==> config.mk <==
export PLATFORM = sky130hd
export DESIGN_NAME = xml_literal_unescaper
export DESIGN_NICKNAME = d
export VERILOG_FILES = /design/src/rtl/xlu_pkg.sv /design/src/rtl/xml_literal_unescaper.sv /design/src/rtl/xlu_front.sv /design/src/rtl/xlu_queue.sv /design/src/rtl/xlu_back.sv
export SDC_FILE = /design/constraint.sdc
export NUM_CORES = 1
export LEC_CHECK = 0
export BUFFER_PORTS_ARGS = -buffer_cell sky130_fd_sc_hd__buf_2
export CAP_MARGIN = 15
export CORE_UTILIZATION = 30
export CTS_CLUSTER_SIZE = 40
export DETAILED_ROUTE_END_ITERATION = 8
export PLACE_DENSITY = 0.51
export SLEW_MARGIN = 20
export SYNTH_ARGS = -nofsm -noshare
export SYNTH_HDL_FRONTEND = slang
export SYNTH_SLANG_ARGS = --single-unit
==> constraint.sdc <==
create_clock -name i_clk -period 9.7 [get_ports i_clk]
set_input_delay 0 -clock i_clk [delete_from_list [all_inputs] [get_ports i_clk]]
set_output_delay 0 -clock i_clk [all_outputs]
set_load 0.01 [all_outputs]
==> src/rtl/xlu_pkg.sv <==
// Package for the XML literal unescaper: payload types, register indexes and fault codes.
package xlu_pkg;

    // Bundle queue between the front and back halves.
    localparam int QUEUE_AW    = 2;
    localparam int QUEUE_DEPTH = 1 << QUEUE_AW;

    // Most results that one input unit can cause.
    localparam int MAX_RESULTS = 3;
    localparam int RES_IDX_W   = $clog2(MAX_RESULTS);

    // Configuration register indexes.
    localparam int CFG_IDX_W = 1;
    localparam logic [CFG_IDX_W-1:0] CFG_QUOTE_CHAR     = 1'b0;
    localparam logic [CFG_IDX_W-1:0] CFG_UNESCAPE_BRACE = 1'b1;

    // Fault codes carried with each result.
    localparam logic [1:0] FAULT_NONE       = 2'd0;
    localparam logic [1:0] FAULT_BAD_REF    = 2'd1;
    localparam logic [1:0] FAULT_BAD_ENTITY = 2'd2;

    typedef struct packed {
        logic [15:0] code_unit;
        logic        is_final;
    } t_in_item;

    typedef struct packed {
        logic [15:0] out_unit;
        logic        unit_present;
        logic [1:0]  fault;
        logic        run_end;
    } t_result;

    // All results caused by one input unit, slot 0 first.
    typedef struct packed {
        logic [RES_IDX_W-1:0]         count;
        t_result [MAX_RESULTS-1:0]    res;
    } t_bundle;

    // Write side of the bundle queue as seen by the front half.
    typedef struct packed {
        logic    wr;
        t_bundle data;
    } t_queue_wr;

endpackage

==> src/rtl/xml_literal_unescaper.sv <==
// Top level of the XML literal unescaper: front half, bundle queue and back half.
//
// Use: UTF-16 code units of one literal enter on the input queue port (push, full,
// i_item); a transfer happens on a rising edge with push high and full low. Unescaped
// units leave on the result port (empty, pop, o_result); a transfer happens on a
// rising edge with pop high and empty low, always the oldest result first.
// The configuration channel (valid, ready, i_cfg_index, i_cfg_data) is always ready;
// index 0 sets the enclosing quote unit, index 1 the brace/whitespace option. Write it
// only between literals, when no result is outstanding.
// A unit's first result goes through the bundle queue and the output register to the
// result port. Throughput: one unit per cycle while each unit causes at most one result
// and the receiver takes every result. The back half moves one result per cycle while
// the receiver takes them; units with two or three results (surrogate pairs, released
// brackets) hold it longer, and the four-bundle queue absorbs bursts before full rises.
// A unit that causes nothing never enters the queue. The final unit of a literal
// always leaves at least one result, the last one marked with run_end.
// If the receiver stalls, the output register holds its result, the queue fills and
// full rises; nothing is dropped. Reset (synchronous, active low) empties the queue,
// returns the decoder to plain text and clears both configuration registers.
module xml_literal_unescaper (
    input  logic                            i_clk,
    input  logic                            i_rst_n,
    input  logic                            push,
    output logic                            full,
    input  xlu_pkg::t_in_item               i_item,
    output logic                            empty,
    input  logic                            pop,
    output xlu_pkg::t_result                o_result,
    input  logic                            valid,
    output logic                            ready,
    input  logic [xlu_pkg::CFG_IDX_W-1:0]   i_cfg_index,
    input  logic [15:0]                     i_cfg_data
);

    logic [15:0]        r_quote_char;
    logic               r_unescape_brace;
    logic               accept;
    xlu_pkg::t_queue_wr queue_wr;
    logic               head_valid;
    xlu_pkg::t_bundle   head;
    logic               head_rd;

    // Configuration writes complete at once.
    assign ready  = 1'b1;
    assign accept = push && !full;

    always_ff @(posedge i_clk) begin
        if (!i_rst_n) begin
            r_quote_char     <= '0;
            r_unescape_brace <= 1'b0;
        end else if (valid && ready) begin
            unique case (i_cfg_index)
                xlu_pkg::CFG_QUOTE_CHAR:     r_quote_char     <= i_cfg_data;
                xlu_pkg::CFG_UNESCAPE_BRACE: r_unescape_brace <= i_cfg_data[0];
                default: begin
                end
            endcase
        end
    end

    // Front half: decodes each accepted unit into a bundle of results.
    xlu_front u_front (
        .i_clk            (i_clk),
        .i_rst_n          (i_rst_n),
        .i_accept         (accept),
        .i_item           (i_item),
        .i_quote_char     (r_quote_char),
        .i_unescape_brace (r_unescape_brace),
        .o_queue_wr       (queue_wr)
    );

    // Queue full also stalls the input, so a bundle always finds room.
    xlu_queue u_queue (
        .i_clk      (i_clk),
        .i_rst_n    (i_rst_n),
        .i_queue_wr (queue_wr),
        .o_full     (full),
        .o_valid    (head_valid),
        .o_head     (head),
        .i_rd       (head_rd)
    );

    // Back half: one result per transfer into the output register.
    xlu_back u_back (
        .i_clk    (i_clk),
        .i_rst_n  (i_rst_n),
        .i_valid  (head_valid),
        .i_head   (head),
        .o_rd     (head_rd),
        .o_empty  (empty),
        .o_result (o_result),
        .i_pop    (pop)
    );

endmodule

==> src/rtl/xlu_front.sv <==
// Front half: accepts code units, runs the unescape state machine and forms result bundles.
module xlu_front (
    input  logic             i_clk,
    input  logic             i_rst_n,
    input  logic             i_accept,
    input  xlu_pkg::t_in_item i_item,
    input  logic [15:0]      i_quote_char,
    input  logic             i_unescape_brace,
    output xlu_pkg::t_queue_wr o_queue_wr
);

    localparam logic [2:0] M_PLAIN      = 3'd0;
    localparam logic [2:0] M_AMP        = 3'd1;
    localparam logic [2:0] M_AMP_A      = 3'd2;
    localparam logic [2:0] M_SKIP       = 3'd3;
    localparam logic [2:0] M_REF_START  = 3'd4;
    localparam logic [2:0] M_REF_DIGITS = 3'd5;
    localparam logic [2:0] M_CDATA_SKIP = 3'd6;
    localparam logic [2:0] M_CDATA      = 3'd7;

    localparam logic [15:0] CH_TAB    = 16'h0009;
    localparam logic [15:0] CH_LF     = 16'h000A;
    localparam logic [15:0] CH_CR     = 16'h000D;
    localparam logic [15:0] CH_SPACE  = 16'h0020;
    localparam logic [15:0] CH_DQUOTE = 16'h0022;
    localparam logic [15:0] CH_HASH   = 16'h0023;
    localparam logic [15:0] CH_AMP    = 16'h0026;
    localparam logic [15:0] CH_APOS   = 16'h0027;
    localparam logic [15:0] CH_DIGIT0 = 16'h0030;
    localparam logic [15:0] CH_SEMI   = 16'h003B;
    localparam logic [15:0] CH_LT     = 16'h003C;
    localparam logic [15:0] CH_GT     = 16'h003E;
    localparam logic [15:0] CH_UPPERA = 16'h0041;
    localparam logic [15:0] CH_RBRACK = 16'h005D;
    localparam logic [15:0] CH_LOWERA = 16'h0061;
    localparam logic [15:0] CH_LOWERG = 16'h0067;
    localparam logic [15:0] CH_LOWERL = 16'h006C;
    localparam logic [15:0] CH_LOWERM = 16'h006D;
    localparam logic [15:0] CH_LOWERQ = 16'h0071;
    localparam logic [15:0] CH_LOWERX = 16'h0078;
    localparam logic [15:0] CH_LBRACE = 16'h007B;
    localparam logic [15:0] CH_RBRACE = 16'h007D;

    localparam logic [20:0] REF_MAX      = 21'h10FFFF;
    localparam logic [20:0] REF_FORCE    = 21'h110000;
    localparam logic [20:0] SUPP_BASE    = 21'h010000;
    localparam logic [15:0] LAST_BMP_OK  = 16'hFFFD;
    localparam logic [15:0] HI_SURR_BASE = 16'hD800;
    localparam logic [15:0] LO_SURR_BASE = 16'hDC00;
    localparam logic [3:0]  CDATA_HDR    = 4'd8;

    logic [2:0]  r_mode, n_mode;
    logic [3:0]  r_skip_cnt, n_skip_cnt;
    logic [1:0]  r_held, n_held;
    logic [20:0] r_ref_value, n_ref_value;
    logic        r_ref_ovf, n_ref_ovf;
    logic        r_hex, n_hex;
    logic        r_drop_valid, n_drop_valid;
    logic [15:0] r_drop_unit, n_drop_unit;

    logic [15:0] c;
    logic [20:0] digit;
    logic [25:0] scaled;
    logic [25:0] next_value;
    logic        next_ovf;
    logic [19:0] supp_off;
    logic        bmp_xml_char;

    logic [1:0]                        v_n;
    xlu_pkg::t_result [xlu_pkg::MAX_RESULTS-1:0] v_res;

    function automatic xlu_pkg::t_result mk(input logic [15:0] unit, input logic present,
                                            input logic [1:0] fault);
        xlu_pkg::t_result r;
        r.out_unit     = unit;
        r.unit_present = present;
        r.fault        = fault;
        r.run_end      = 1'b0;
        return r;
    endfunction

    assign c = i_item.code_unit;

    // Digit value and radix multiply-add for character references.
    always_comb begin
        if (c >= CH_LOWERA) begin
            digit = 21'(c) - 21'd87;
        end else if (c >= CH_UPPERA) begin
            digit = 21'(c) - 21'd55;
        end else if (c >= CH_DIGIT0) begin
            digit = 21'(c) - 21'd48;
        end else begin
            digit = REF_FORCE;
        end
        scaled = r_hex ? (26'(r_ref_value) << 4)
                       : ((26'(r_ref_value) << 3) + (26'(r_ref_value) << 1));
        next_value = scaled + 26'(digit);
        next_ovf   = r_ref_ovf || (next_value > 26'(REF_MAX));
    end

    assign supp_off     = 20'(r_ref_value - SUPP_BASE);
    assign bmp_xml_char = (r_ref_value[15:0] == CH_TAB) || (r_ref_value[15:0] == CH_LF) ||
                          (r_ref_value[15:0] == CH_CR) ||
                          ((r_ref_value[15:0] >= CH_SPACE) && (r_ref_value[15:0] <= 16'hD7FF)) ||
                          (r_ref_value[15:0] >= 16'hE000);

    always_comb begin
        n_mode       = r_mode;
        n_skip_cnt   = r_skip_cnt;
        n_held       = r_held;
        n_ref_value  = r_ref_value;
        n_ref_ovf    = r_ref_ovf;
        n_hex        = r_hex;
        n_drop_valid = 1'b0;
        n_drop_unit  = r_drop_unit;
        v_n          = '0;
        v_res        = '0;

        if (r_drop_valid && (r_drop_unit == c)) begin
            // Second unit of a collapsed pair is swallowed.
        end else begin
            unique case (r_mode)
                M_PLAIN: begin
                    if (c == CH_AMP) begin
                        n_mode = M_AMP;
                    end else if ((c == CH_TAB) || (c == CH_LF) || (c == CH_CR)) begin
                        v_res[v_n] = mk(((i_quote_char != '0) && i_unescape_brace) ? CH_SPACE : c,
                                        1'b1, xlu_pkg::FAULT_NONE);
                        v_n = v_n + 2'd1;
                    end else if ((c == CH_LT) && (i_quote_char == '0)) begin
                        n_skip_cnt = CDATA_HDR;
                        n_mode     = M_CDATA_SKIP;
                    end else begin
                        v_res[v_n] = mk(c, 1'b1, xlu_pkg::FAULT_NONE);
                        v_n = v_n + 2'd1;
                        if (((c == CH_APOS) || (c == CH_DQUOTE)) && (c == i_quote_char)) begin
                            n_drop_valid = 1'b1;
                            n_drop_unit  = c;
                        end
                        if (((c == CH_LBRACE) || (c == CH_RBRACE)) && i_unescape_brace) begin
                            n_drop_valid = 1'b1;
                            n_drop_unit  = c;
                        end
                    end
                end
                M_AMP: begin
                    if (c == CH_LOWERA) begin
                        n_mode = M_AMP_A;
                    end else if ((c == CH_LOWERG) || (c == CH_LOWERL)) begin
                        v_res[v_n] = mk((c == CH_LOWERG) ? CH_GT : CH_LT, 1'b1,
                                        xlu_pkg::FAULT_NONE);
                        v_n = v_n + 2'd1;
                        n_skip_cnt = 4'd2;
                        n_mode     = M_SKIP;
                    end else if (c == CH_LOWERQ) begin
                        v_res[v_n] = mk(CH_DQUOTE, 1'b1, xlu_pkg::FAULT_NONE);
                        v_n = v_n + 2'd1;
                        n_skip_cnt = 4'd4;
                        n_mode     = M_SKIP;
                    end else if (c == CH_HASH) begin
                        n_ref_value = '0;
                        n_ref_ovf   = 1'b0;
                        n_hex       = 1'b0;
                        n_mode      = M_REF_START;
                    end else begin
                        v_res[v_n] = mk('0, 1'b0, xlu_pkg::FAULT_BAD_ENTITY);
                        v_n = v_n + 2'd1;
                        n_mode = M_PLAIN;
                    end
                end
                M_AMP_A: begin
                    if (c == CH_LOWERM) begin
                        v_res[v_n] = mk(CH_AMP, 1'b1, xlu_pkg::FAULT_NONE);
                        n_skip_cnt = 4'd2;
                    end else begin
                        v_res[v_n] = mk(CH_APOS, 1'b1, xlu_pkg::FAULT_NONE);
                        n_skip_cnt = 4'd3;
                    end
                    v_n = v_n + 2'd1;
                    n_mode = M_SKIP;
                end
                M_SKIP, M_CDATA_SKIP: begin
                    if (r_skip_cnt != '0) begin
                        n_skip_cnt = r_skip_cnt - 4'd1;
                    end
                    if (n_skip_cnt == '0) begin
                        if (r_mode == M_CDATA_SKIP) begin
                            n_held = '0;
                            n_mode = M_CDATA;
                        end else begin
                            n_mode = M_PLAIN;
                        end
                    end
                end
                M_REF_START, M_REF_DIGITS: begin
                    if ((r_mode == M_REF_START) && (c == CH_LOWERX)) begin
                        n_hex  = 1'b1;
                        n_mode = M_REF_DIGITS;
                    end else if (c == CH_SEMI) begin
                        n_mode = M_PLAIN;
                        if (r_ref_ovf) begin
                            v_res[v_n] = mk('0, 1'b0, xlu_pkg::FAULT_BAD_REF);
                            v_n = v_n + 2'd1;
                        end else if (r_ref_value <= 21'(LAST_BMP_OK)) begin
                            v_res[v_n] = mk(r_ref_value[15:0], 1'b1,
                                            bmp_xml_char ? xlu_pkg::FAULT_NONE
                                                         : xlu_pkg::FAULT_BAD_REF);
                            v_n = v_n + 2'd1;
                        end else if (r_ref_value >= SUPP_BASE) begin
                            v_res[v_n] = mk(16'(supp_off[19:10]) + HI_SURR_BASE, 1'b1,
                                            xlu_pkg::FAULT_NONE);
                            v_n = v_n + 2'd1;
                            v_res[v_n] = mk(16'(supp_off[9:0]) + LO_SURR_BASE, 1'b1,
                                            xlu_pkg::FAULT_NONE);
                            v_n = v_n + 2'd1;
                        end else begin
                            v_res[v_n] = mk('0, 1'b0, xlu_pkg::FAULT_BAD_REF);
                            v_n = v_n + 2'd1;
                        end
                    end else begin
                        n_ref_ovf   = next_ovf;
                        n_ref_value = next_ovf ? REF_MAX : next_value[20:0];
                        n_mode      = M_REF_DIGITS;
                    end
                end
                M_CDATA: begin
                    if (c == CH_RBRACK) begin
                        if (r_held < 2'd2) begin
                            n_held = r_held + 2'd1;
                        end else begin
                            v_res[v_n] = mk(CH_RBRACK, 1'b1, xlu_pkg::FAULT_NONE);
                            v_n = v_n + 2'd1;
                        end
                    end else if ((c == CH_GT) && (r_held >= 2'd2)) begin
                        n_held = '0;
                        n_mode = M_PLAIN;
                    end else begin
                        for (int k = 0; k < 2; k++) begin
                            if (n_held != '0) begin
                                v_res[v_n] = mk(CH_RBRACK, 1'b1, xlu_pkg::FAULT_NONE);
                                v_n = v_n + 2'd1;
                                n_held = n_held - 2'd1;
                            end
                        end
                        v_res[v_n] = mk(c, 1'b1, xlu_pkg::FAULT_NONE);
                        v_n = v_n + 2'd1;
                    end
                end
                default: begin
                    n_mode = M_PLAIN;
                end
            endcase
        end

        if (i_item.is_final) begin
            // Flush held brackets as room allows, then close the run.
            for (int k = 0; k < 2; k++) begin
                if ((n_held != '0) && (v_n != 2'd3)) begin
                    v_res[v_n] = mk(CH_RBRACK, 1'b1, xlu_pkg::FAULT_NONE);
                    v_n = v_n + 2'd1;
                    n_held = n_held - 2'd1;
                end
            end
            if (v_n == '0) begin
                v_res[v_n] = mk('0, 1'b0, xlu_pkg::FAULT_NONE);
                v_n = v_n + 2'd1;
            end
            v_res[v_n - 2'd1].run_end = 1'b1;
            n_mode       = M_PLAIN;
            n_skip_cnt   = '0;
            n_held       = '0;
            n_ref_value  = '0;
            n_ref_ovf    = 1'b0;
            n_hex        = 1'b0;
            n_drop_valid = 1'b0;
        end
    end

    assign o_queue_wr.wr         = i_accept && (v_n != '0);
    assign o_queue_wr.data.count = v_n;
    assign o_queue_wr.data.res   = v_res;

    always_ff @(posedge i_clk) begin
        if (!i_rst_n) begin
            r_mode       <= M_PLAIN;
            r_skip_cnt   <= '0;
            r_held       <= '0;
            r_ref_value  <= '0;
            r_ref_ovf    <= 1'b0;
            r_hex        <= 1'b0;
            r_drop_valid <= 1'b0;
            r_drop_unit  <= '0;
        end else if (i_accept) begin
            r_mode       <= n_mode;
            r_skip_cnt   <= n_skip_cnt;
            r_held       <= n_held;
            r_ref_value  <= n_ref_value;
            r_ref_ovf    <= n_ref_ovf;
            r_hex        <= n_hex;
            r_drop_valid <= n_drop_valid;
            r_drop_unit  <= n_drop_unit;
        end
    end

    // Brackets are only ever held inside a CDATA section.
    a_held_only_in_cdata: assert property (@(posedge i_clk) disable iff (!i_rst_n)
        (r_mode != M_CDATA) |-> (r_held == '0))
        else $error("held brackets outside CDATA section");

endmodule

==> src/rtl/xlu_queue.sv <==
// Short queue of result bundles between the front and back halves.
module xlu_queue (
    input  logic               i_clk,
    input  logic               i_rst_n,
    input  xlu_pkg::t_queue_wr i_queue_wr,
    output logic               o_full,
    output logic               o_valid,
    output xlu_pkg::t_bundle   o_head,
    input  logic               i_rd
);

    xlu_pkg::t_bundle r_mem [xlu_pkg::QUEUE_DEPTH];

    logic [xlu_pkg::QUEUE_AW-1:0] r_wr_ptr, r_rd_ptr;
    logic [xlu_pkg::QUEUE_AW:0]   r_count;
    logic                         do_wr, do_rd;

    assign o_full  = (r_count == (xlu_pkg::QUEUE_AW + 1)'(xlu_pkg::QUEUE_DEPTH));
    assign o_valid = (r_count != '0);
    assign o_head  = r_mem[r_rd_ptr];
    assign do_wr   = i_queue_wr.wr && !o_full;
    assign do_rd   = i_rd && o_valid;

    always_ff @(posedge i_clk) begin
        if (do_wr) begin
            r_mem[r_wr_ptr] <= i_queue_wr.data;
        end
    end

    always_ff @(posedge i_clk) begin
        if (!i_rst_n) begin
            r_wr_ptr <= '0;
            r_rd_ptr <= '0;
            r_count  <= '0;
        end else begin
            if (do_wr) begin
                r_wr_ptr <= r_wr_ptr + 1'b1;
            end
            if (do_rd) begin
                r_rd_ptr <= r_rd_ptr + 1'b1;
            end
            r_count <= r_count + (xlu_pkg::QUEUE_AW + 1)'(do_wr)
                               - (xlu_pkg::QUEUE_AW + 1)'(do_rd);
        end
    end

    // The front half never offers a bundle while the queue is full.
    a_no_write_when_full: assert property (@(posedge i_clk) disable iff (!i_rst_n)
        !(i_queue_wr.wr && o_full))
        else $error("bundle offered to a full queue");

    a_count_bound: assert property (@(posedge i_clk) disable iff (!i_rst_n)
        r_count <= (xlu_pkg::QUEUE_AW + 1)'(xlu_pkg::QUEUE_DEPTH))
        else $error("queue count beyond depth");

endmodule

==> src/rtl/xlu_back.sv <==
// Back half: walks each bundle one result at a time into the output register.
module xlu_back (
    input  logic             i_clk,
    input  logic             i_rst_n,
    input  logic             i_valid,
    input  xlu_pkg::t_bundle i_head,
    output logic             o_rd,
    output logic             o_empty,
    output xlu_pkg::t_result o_result,
    input  logic             i_pop
);

    logic [xlu_pkg::RES_IDX_W-1:0] r_sub;
    logic                          r_out_valid;
    xlu_pkg::t_result              r_out;
    logic                          load;
    logic                          last_in_bundle;

    assign load           = i_valid && (!r_out_valid || i_pop);
    assign last_in_bundle = (r_sub == (i_head.count - 1'b1));
    assign o_rd           = load && last_in_bundle;
    assign o_empty        = !r_out_valid;
    assign o_result       = r_out;

    always_ff @(posedge i_clk) begin
        if (load) begin
            r_out <= i_head.res[r_sub];
        end
    end

    always_ff @(posedge i_clk) begin
        if (!i_rst_n) begin
            r_sub       <= '0;
            r_out_valid <= 1'b0;
        end else begin
            if (load) begin
                r_out_valid <= 1'b1;
                r_sub       <= last_in_bundle ? '0 : r_sub + 1'b1;
            end else if (i_pop) begin
                r_out_valid <= 1'b0;
            end
        end
    end

    // Partway through a bundle, that bundle must still sit at the queue head.
    a_sub_needs_head: assert property (@(posedge i_clk) disable iff (!i_rst_n)
        (r_sub != '0) |-> (i_valid && (r_sub < i_head.count)))
        else $error("result index without a matching bundle");

endmodule

# [Word level (Yosys, flattened, before mapping)]
# Memory sizes are Yosys's and may differ from the RTL's. A register that Yosys moved wholly into a read port is not among the register bits.
# Index checks and enable logic that the tools add are counted.
[op_classes] n_addsub=25 n_lt_le_gt_ge=24 n_eq_ne=52 mux=183 bitwise_logic=16 reduce_logical=60
[ops] op="2-to-1 mux 60 bit" n=14
[ops] op="2-to-1 mux 20 bit" n=24
[ops] op="2-to-1 mux 21 bit" n=12
[ops] op="demux 20 bit (select 2 bit)" n=6
[ops] op="== test 16 x 7 -> 1 bit, second input constant" n=9
[ops] op="inverter 42 bit" n=3
[ops] op="bitwise mux 60 bit" n=2
[ops] op="2-to-1 mux 40 bit" n=3
[ops] op="== test 16 x 6 -> 1 bit, second input constant" n=7
[ops] op="one-hot mux 20 bit (5 select lines)" n=1
[ops] op="== test 16 x 4 -> 1 bit, second input constant" n=6
[ops] op="2-to-1 mux 2 bit" n=48
[ops] op="bitwise AND 42 bit" n=2
[ops] op="bitwise AND 60 bit" n=1
[ops] op="inverter 60 bit" n=1
[ops] op="2-to-1 mux 16 bit" n=3
[ops] op="2-to-1 mux 3 bit" n=16
[ops] op="2-to-1 mux 4 bit" n=11
[ops] op="bitwise AND 14 x 42 -> 42 bit" n=1
[ops] op="one-hot mux 21 bit (2 select lines)" n=1
[ops] op="binary-select mux 20 bit (select 2 bit)" n=1
[ops] op="one-hot mux 20 bit (2 select lines)" n=1
[ops] op="bitwise OR 18 bit" n=2
[ops] op="subtractor 16 x 6 -> 17 bit, second input constant" n=2
[ops] op="other kinds (59)" n=183
[word_totals] register_bits=96 mem_bits_rw=248 elab_cells=380 n_memories=1
[memory_table] memory="u_queue.r_mem" words=4 width=62 read_ports=1 rd_clocked_by_memory_dff=1 wr=1 line="xlu_queue.sv:12" text="xlu_pkg::t_bundle r_mem [xlu_pkg::QUEUE_DEPTH];"

# [Depth between registers and ports, before layout]
[depth] ltp_word=35 depth_mapped=27 mapped_depth_nobuf=25

# [Hierarchy]
# Synthesis repeated with hierarchy kept, for this count alone.
[hier_totals] cells_unflattened=1695 area_unflattened_um2=19203.4
[modules_own_cells] mod="xlu_queue" instances=1 cells_per_inst=373 area_per_inst_um2=9497.9 seq_area_each_um2=7627.3
[modules_own_cells] mod="xlu_front" instances=1 cells_per_inst=1134 area_per_inst_um2=7778.7 seq_area_each_um2=980.9
[modules_own_cells] mod="xlu_back" instances=1 cells_per_inst=110 area_per_inst_um2=1206.2 seq_area_each_um2=660.6
[modules_own_cells] mod="xml_literal_unescaper" instances=1 cells_per_inst=78 area_per_inst_um2=720.7 seq_area_each_um2=340.3

# [Worst setup path before layout]
# OpenSTA, ideal clock, no wires.
[synth_timing] path_kind="in2reg" startpoint="input port i_item[1] (netlist name)" endpoint="memory u_queue.r_mem[0][0] (netlist name) (enable)" setup_time_ps=422 arrival_time_ps=5745 path_slack_ps=3533 path_stages=23 path_buffers=2 cell_sequence="clkbuf_1 -> inv_1 -> ha_1 -> nor2b_1 -> o2111ai_1 -> nor4b_2 -> nor2_2 -> o31ai_4 -> inv_1 -> ha_1 -> nor2_2 -> mux2i_1 -> inv_1 -> ha_1 -> a311oi_4 -> mux2i_1 -> inv_2 -> ha_1 -> nand2_1 -> a221oi_1 -> a31o_1 -> buf_6 -> and2_1"
[synth_via] elab_chain_len=24
[synth_rtl] element="start: declaration" line="xml_literal_unescaper.sv:25" text="input xlu_pkg::t_in_item i_item,"
[synth_rtl] element="parallel branches: the longest is 18 deep, another holds adder 2 x 1 -> 2 bit"
[synth_rtl] element="2-to-1 mux 2 bit (*)" line="xlu_front.sv:255" text="if (i_item.is_final) begin"
[synth_rtl] element="nonzero test 2 bit (*)" line="xlu_front.sv:279" text="assign o_queue_wr.wr = i_accept && (v_n != '0);"
[synth_rtl] element="logical AND 1 bit (*)" line="xlu_front.sv:279"
[synth_rtl] element="logical AND 1 bit (*)" line="xlu_queue.sv:21" text="assign do_wr = i_queue_wr.wr && !o_full;"
[synth_rtl] element="via u_queue.do_wr" line="xlu_queue.sv:16" text="logic do_wr, do_rd;"
[synth_rtl] element="2-to-1 mux 1 bit (*)" line="xlu_queue.sv:25" text="if (do_wr) begin"
[synth_rtl] element="2-to-1 mux 1 bit (not written as such) (*)" line="xlu_queue.sv:26" text="r_mem[r_wr_ptr] <= i_queue_wr.data;"
[synth_rtl] element="end: declaration" line="xlu_queue.sv:12"
# Mark *: on every way through the listed nets, which the timed path passes. The select of a mux whose other input is x is not followed.

# [Worst setup path after layout]
[layout_timing] startpoint="input port i_item[12] (netlist name)" endpoint="memory u_queue.r_mem[3][39] (netlist name) (enable)"
[layout_via] elab_chain_len=24
[layout_rtl] element="parallel branches: the longest is 18 deep, another holds adder 2 x 1 -> 2 bit"
[layout_rtl] element="2-to-1 mux 2 bit (*)" line="xlu_front.sv:255"
[layout_rtl] element="nonzero test 2 bit (*)" line="xlu_front.sv:279"
[layout_rtl] element="logical AND 1 bit (*)" line="xlu_front.sv:279"
[layout_rtl] element="logical AND 1 bit (*)" line="xlu_queue.sv:21"
[layout_rtl] element="2-to-1 mux 1 bit (*)" line="xlu_queue.sv:25"
[layout_rtl] element="2-to-1 mux 1 bit (not written as such) (*)" line="xlu_queue.sv:26"
# Every way passes the cells marked *. The select of a mux whose other input is x is not followed.

==> flow_metrics.py <==
metrics = {
    "clock_network": {
        "post_cts_resized": 0,
        "post_cts.repair.setup_buffers": 0,
        "later_pin_clock_latency_in_the_skew_report_ns": 0.56,
        "ctsLongestPathBuffers": 3,
        "tritoncts_clock_tree": "done",
        "reg_clk_slew_reported_paths_ns": 0.06,
        "cts_made_buffers": 38,
        "clk_root_buffer_cell": "sky130_fd_sc_hd__clkbuf_16",
        "htreeDepth": 2,
        "cts.sink_count": 330,
    },
    "logic_synthesis": {
        "netlist.top_cell.by_area": "sky130_fd_sc_hd__edfxtp_1",
        "post-synth-top-count-cell": "sky130_fd_sc_hd__edfxtp_1",
        "yosys-top-cells-count": "sky130_fd_sc_hd__edfxtp_1 (252), sky130_fd_sc_hd__nand2_1 (151), sky130_fd_sc_hd__a21oi_1 (136)",
        "synth-seq-area-share": 0.5029,
        "ys_warn_count": 0,
        "syn-cell-area_um2": 18150,
        "synth_flop_cell": "sky130_fd_sc_hd__edfxtp_1",
        "area_fraction_of_the_dominant_cell_type_after_synthesis": 0.4169,
        "edff_count_synth": 252,
        "number_of_synthesized_register_bits": 330,
        "ys_top_cells_by_area": "sky130_fd_sc_hd__edfxtp_1 (42%), sky130_fd_sc_hd__dfxtp_1 (8.6%), sky130_fd_sc_hd__mux4_2 (7.2%)",
        "synthDistinctLibCells": 87,
        "post_synth_inst_count": 1619,
        "post_synth.cell_area_avg_um2": 11.21,
        "postSynthNetCount": 1735,
        "synth-async-reset-ratio": 0,
    },
    "timing": {
        "final-hold-violation-count": 0,
        "timing.final.crit_share": 0.7275,
        "maxSlewViolCount": 0,
        "maxClockFrequency_mhz": 141.7,
        "max_slew_margin": 0.2757,
        "holdWs_ns": 0.03215,
        "fin_tns_setup_ns": 0,
        "setup_viol": 0,
        "rsz0062_at_grt": "no",
        "max_slew.worst_pin.slew_ns": 1.079,
        "worst_setup_skew_after_layout_ns": 0.02238,
        "post-route-worst-setup-slack_ns": 2.644,
        "fin_crit_period_ns": 7.056,
    },
    "cells_and_area": {
        "final_core_util": 0.3497,
        "filler_cell_count": 5806,
        "layout.area.seq_um2": 9134,
        "layout_cell_share_with_drive_strength_beyond_1": 0.1316,
        "synthToLayoutAreaGrowth_pct": 14.36,
        "stdcell_area_um2": 20760,
        "multiInputGateArea_um2": 8447,
        "finalNetCount": 1796,
        "finalNonFillerCells": 2483,
        "antenna_cells_inserted": 0,
    },
    "run": {
        "maxCapViolations": 0,
    },
    "detailed_routing": {
        "detail_route.vias_per_cell": 5.284,
        "dr.first_iter.drc_count": 977,
        "routed-via-count": 13120,
        "drt_pass_1_iters": 9,
        "drt_drc_violations_left": 1,
        "ant_nets": 0,
        "totalWireLength_mm": 52.58,
        "wire_per_inst_um": 21.17,
    },
    "setup_path": {
        "worstPathArrival_ns": 7.24,
        "cp_max_stage_delay_ns": 0.72,
        "worst_path_most_repeated_cell": "sky130_fd_sc_hd__ha_1",
        "timing.critical_path.fanout_max": 31,
        "worst_setup_path_end_kind": "flip-flop",
        "worstSetupStartpointType": "input port",
        "critical_path.n_buffers_inverters": 6,
        "timing.critical_path.slowest_stage_cell": "sky130_fd_sc_hd__and2_2",
        "cp_top_family": "simple AND/OR/NAND/NOR gates",
        "critPathRequiredTime_ns": 9.89,
        "series_of_cell_instances_along_the_critical_path": "dlygate4sd3_1, buf_2, nor4_4, nand2b_1, nor3_1, o221ai_1, o31ai_4, inv_1, ha_1, nor2_2, mux2i_1, inv_1, ha_1, a311oi_4, mux2i_1, inv_2, ha_1, nand2_1, a221oi_1, a31o_1, and2_2, buf_4",
        "kind_of_critical_path": "in -> reg",
    },
    "place": {
        "place_ws_ns": 2.567,
        "gp_congestion": 0.9267,
        "place.detailed.instances": 2378,
        "dp.final_hpwl_mm": 36.74,
        "port-buffer-count": 60,
        "placedInstanceArea_um2": 19200,
    },
    "hold_path": {
        "hp-class": "in -> reg",
    },
    "grt": {
        "first_global_vias": 13150,
        "antenna_found_initial": 1,
        "total_congestion_overflow_after_global_routing": 0,
        "total_global_routing_track_utilization": 0.1713,
        "pin_count_of_the_biggest_net_entering_global_routing": 59,
        "grt_pass1_wl_mm": 79.64,
    },
    "die": {
        "fp.dieH_um": 248.0,
        "design.core.area_um2": 59350,
        "start_util": 0.3058,
        "dieArea_um2": 61490,
        "io_pins": 62,
        "chipWidth_um": 248.0,
        "rows": 89,
    },
    "status": {
        "failing_checks": "design-rule violations",
        "run_status": "finished with violations",
    },
    "power_and_ir_drop": {
        "static-leakage-power_nw": 7.441,
        "p_per_area_nw_per_um2": 205.3,
        "max-vdd-ir-drop_mv": 0.1260,
        "post-layout-total-power_mw": 4.262,
    },
}
[registers in the layout (all words and copies together), names as in the netlist, named ones only]
register,count
u_back.r_sub,2
u_front.r_ref_ovf,1
r_quote_char,16
u_front.r_drop_valid,1
u_front.r_hex,1
u_back.r_out_valid,1
u_front.r_ref_value,21
u_front.r_held,2
u_queue.r_mem,232
u_queue.r_wr_ptr,2
u_back.o_result,20
u_front.r_skip_cnt,4
u_queue.r_count,3
u_front.r_mode,3
u_front.r_drop_unit,16
r_unescape_brace,1
u_queue.r_rd_ptr,2
[metal layers]
| layer | global-route usage | share of wire | routed length, um |
|---|---|---|---|
| met1 | 0.2316 | 0.46 | 24040 |
| met5 | 0 | 0 | 0 |
| met4 | 0.05846 | 0.028 | 1482 |
| met3 | 0.02163 | 0.043 | 2237 |
| met2 | 0.2816 | 0.47 | 24810 |
[cell usage in the layout, fill, tap and decap left out, types with 21 or more instances in the layout]
cell                            netlist  final
sky130_fd_sc_hd__a21o_1              30     30
sky130_fd_sc_hd__a21oi_1            136    135
sky130_fd_sc_hd__and2_1              29     25
sky130_fd_sc_hd__and3_1              27     27
sky130_fd_sc_hd__buf_2               11     60
sky130_fd_sc_hd__clkbuf_16            0     38
sky130_fd_sc_hd__dfxtp_1             78     76
sky130_fd_sc_hd__dlygate4sd3_1        0     35
sky130_fd_sc_hd__edfxtp_1           252    252
sky130_fd_sc_hd__ha_1                74     74
sky130_fd_sc_hd__inv_1               56     55
sky130_fd_sc_hd__mux2i_1             32     32
sky130_fd_sc_hd__mux4_2              58     58
sky130_fd_sc_hd__nand2_1            151    151
sky130_fd_sc_hd__nand3_1             21     21
sky130_fd_sc_hd__nor2_1             104    104
sky130_fd_sc_hd__nor3_1              28     26
sky130_fd_sc_hd__o21ai_0             68     68
sky130_fd_sc_hd__o22ai_1             21     21
sky130_fd_sc_hd__xnor2_1             63     63
sky130_fd_sc_hd__xor2_1              28     28
[cell families after synthesis]
group,Yosys count,share of synthesized area
multiplexers,94,0.09209
buffers and inverters,150,0.03343
other,1,0.0002066
adder cells (fa/ha/maj),77,0.05432
AND/OR/NAND/NOR,483,0.1332
AO/OA/AOI/OAI,393,0.1399
XOR/XNOR,91,0.04391
flip-flops,330,0.5029
[final cells by class]
class / count / share of cell area
sequential: 330 / 0.4400
inverter: 58 / 0.01049
clock buffer: 47 / 0.04744
multi-input combinational: 1139 / 0.4069
clock inverter: 23 / 0.01067
tap: 773 / 0.04659
timing repair buffer: 113 / 0.03785
[timing repair]
item | CTS | global route
hold endpoints to repair | 24 | 0
hold buffers | 35 | 0
setup endpoints to repair | 0 | 0
[power by group]
| group | total, mW | switching [mW] | leakage [nW] | internal [mW] |
|---|---|---|---|---|
| registers | 1.85 | 0.0879 | 3.02 | 1.76 |
| logic | 1.03 | 0.593 | 3.85 | 0.440 |
| clock network | 1.38 | 0.589 | 0.571 | 0.788 |
[path summary, 6_finish.rpt]
| kind | start | endpoint | slack, ns | depth (start not counted) |
|---|---|---|---|---|
| worst max-delay path | i_item[12] | u_queue.r_mem[3][39] | 2.64 | 22 |
| worst min-delay path | i_item[14] | u_queue.r_mem[2][37] | 0.03 | 2 |
| worst max register to register | r_quote_char[0] | u_queue.r_mem[3][39] | 2.75 | 20 |
| worst min register to register | r_quote_char[3] | r_quote_char[3] | 0.48 | 2 |
Power figures use the tool's default switching activity.
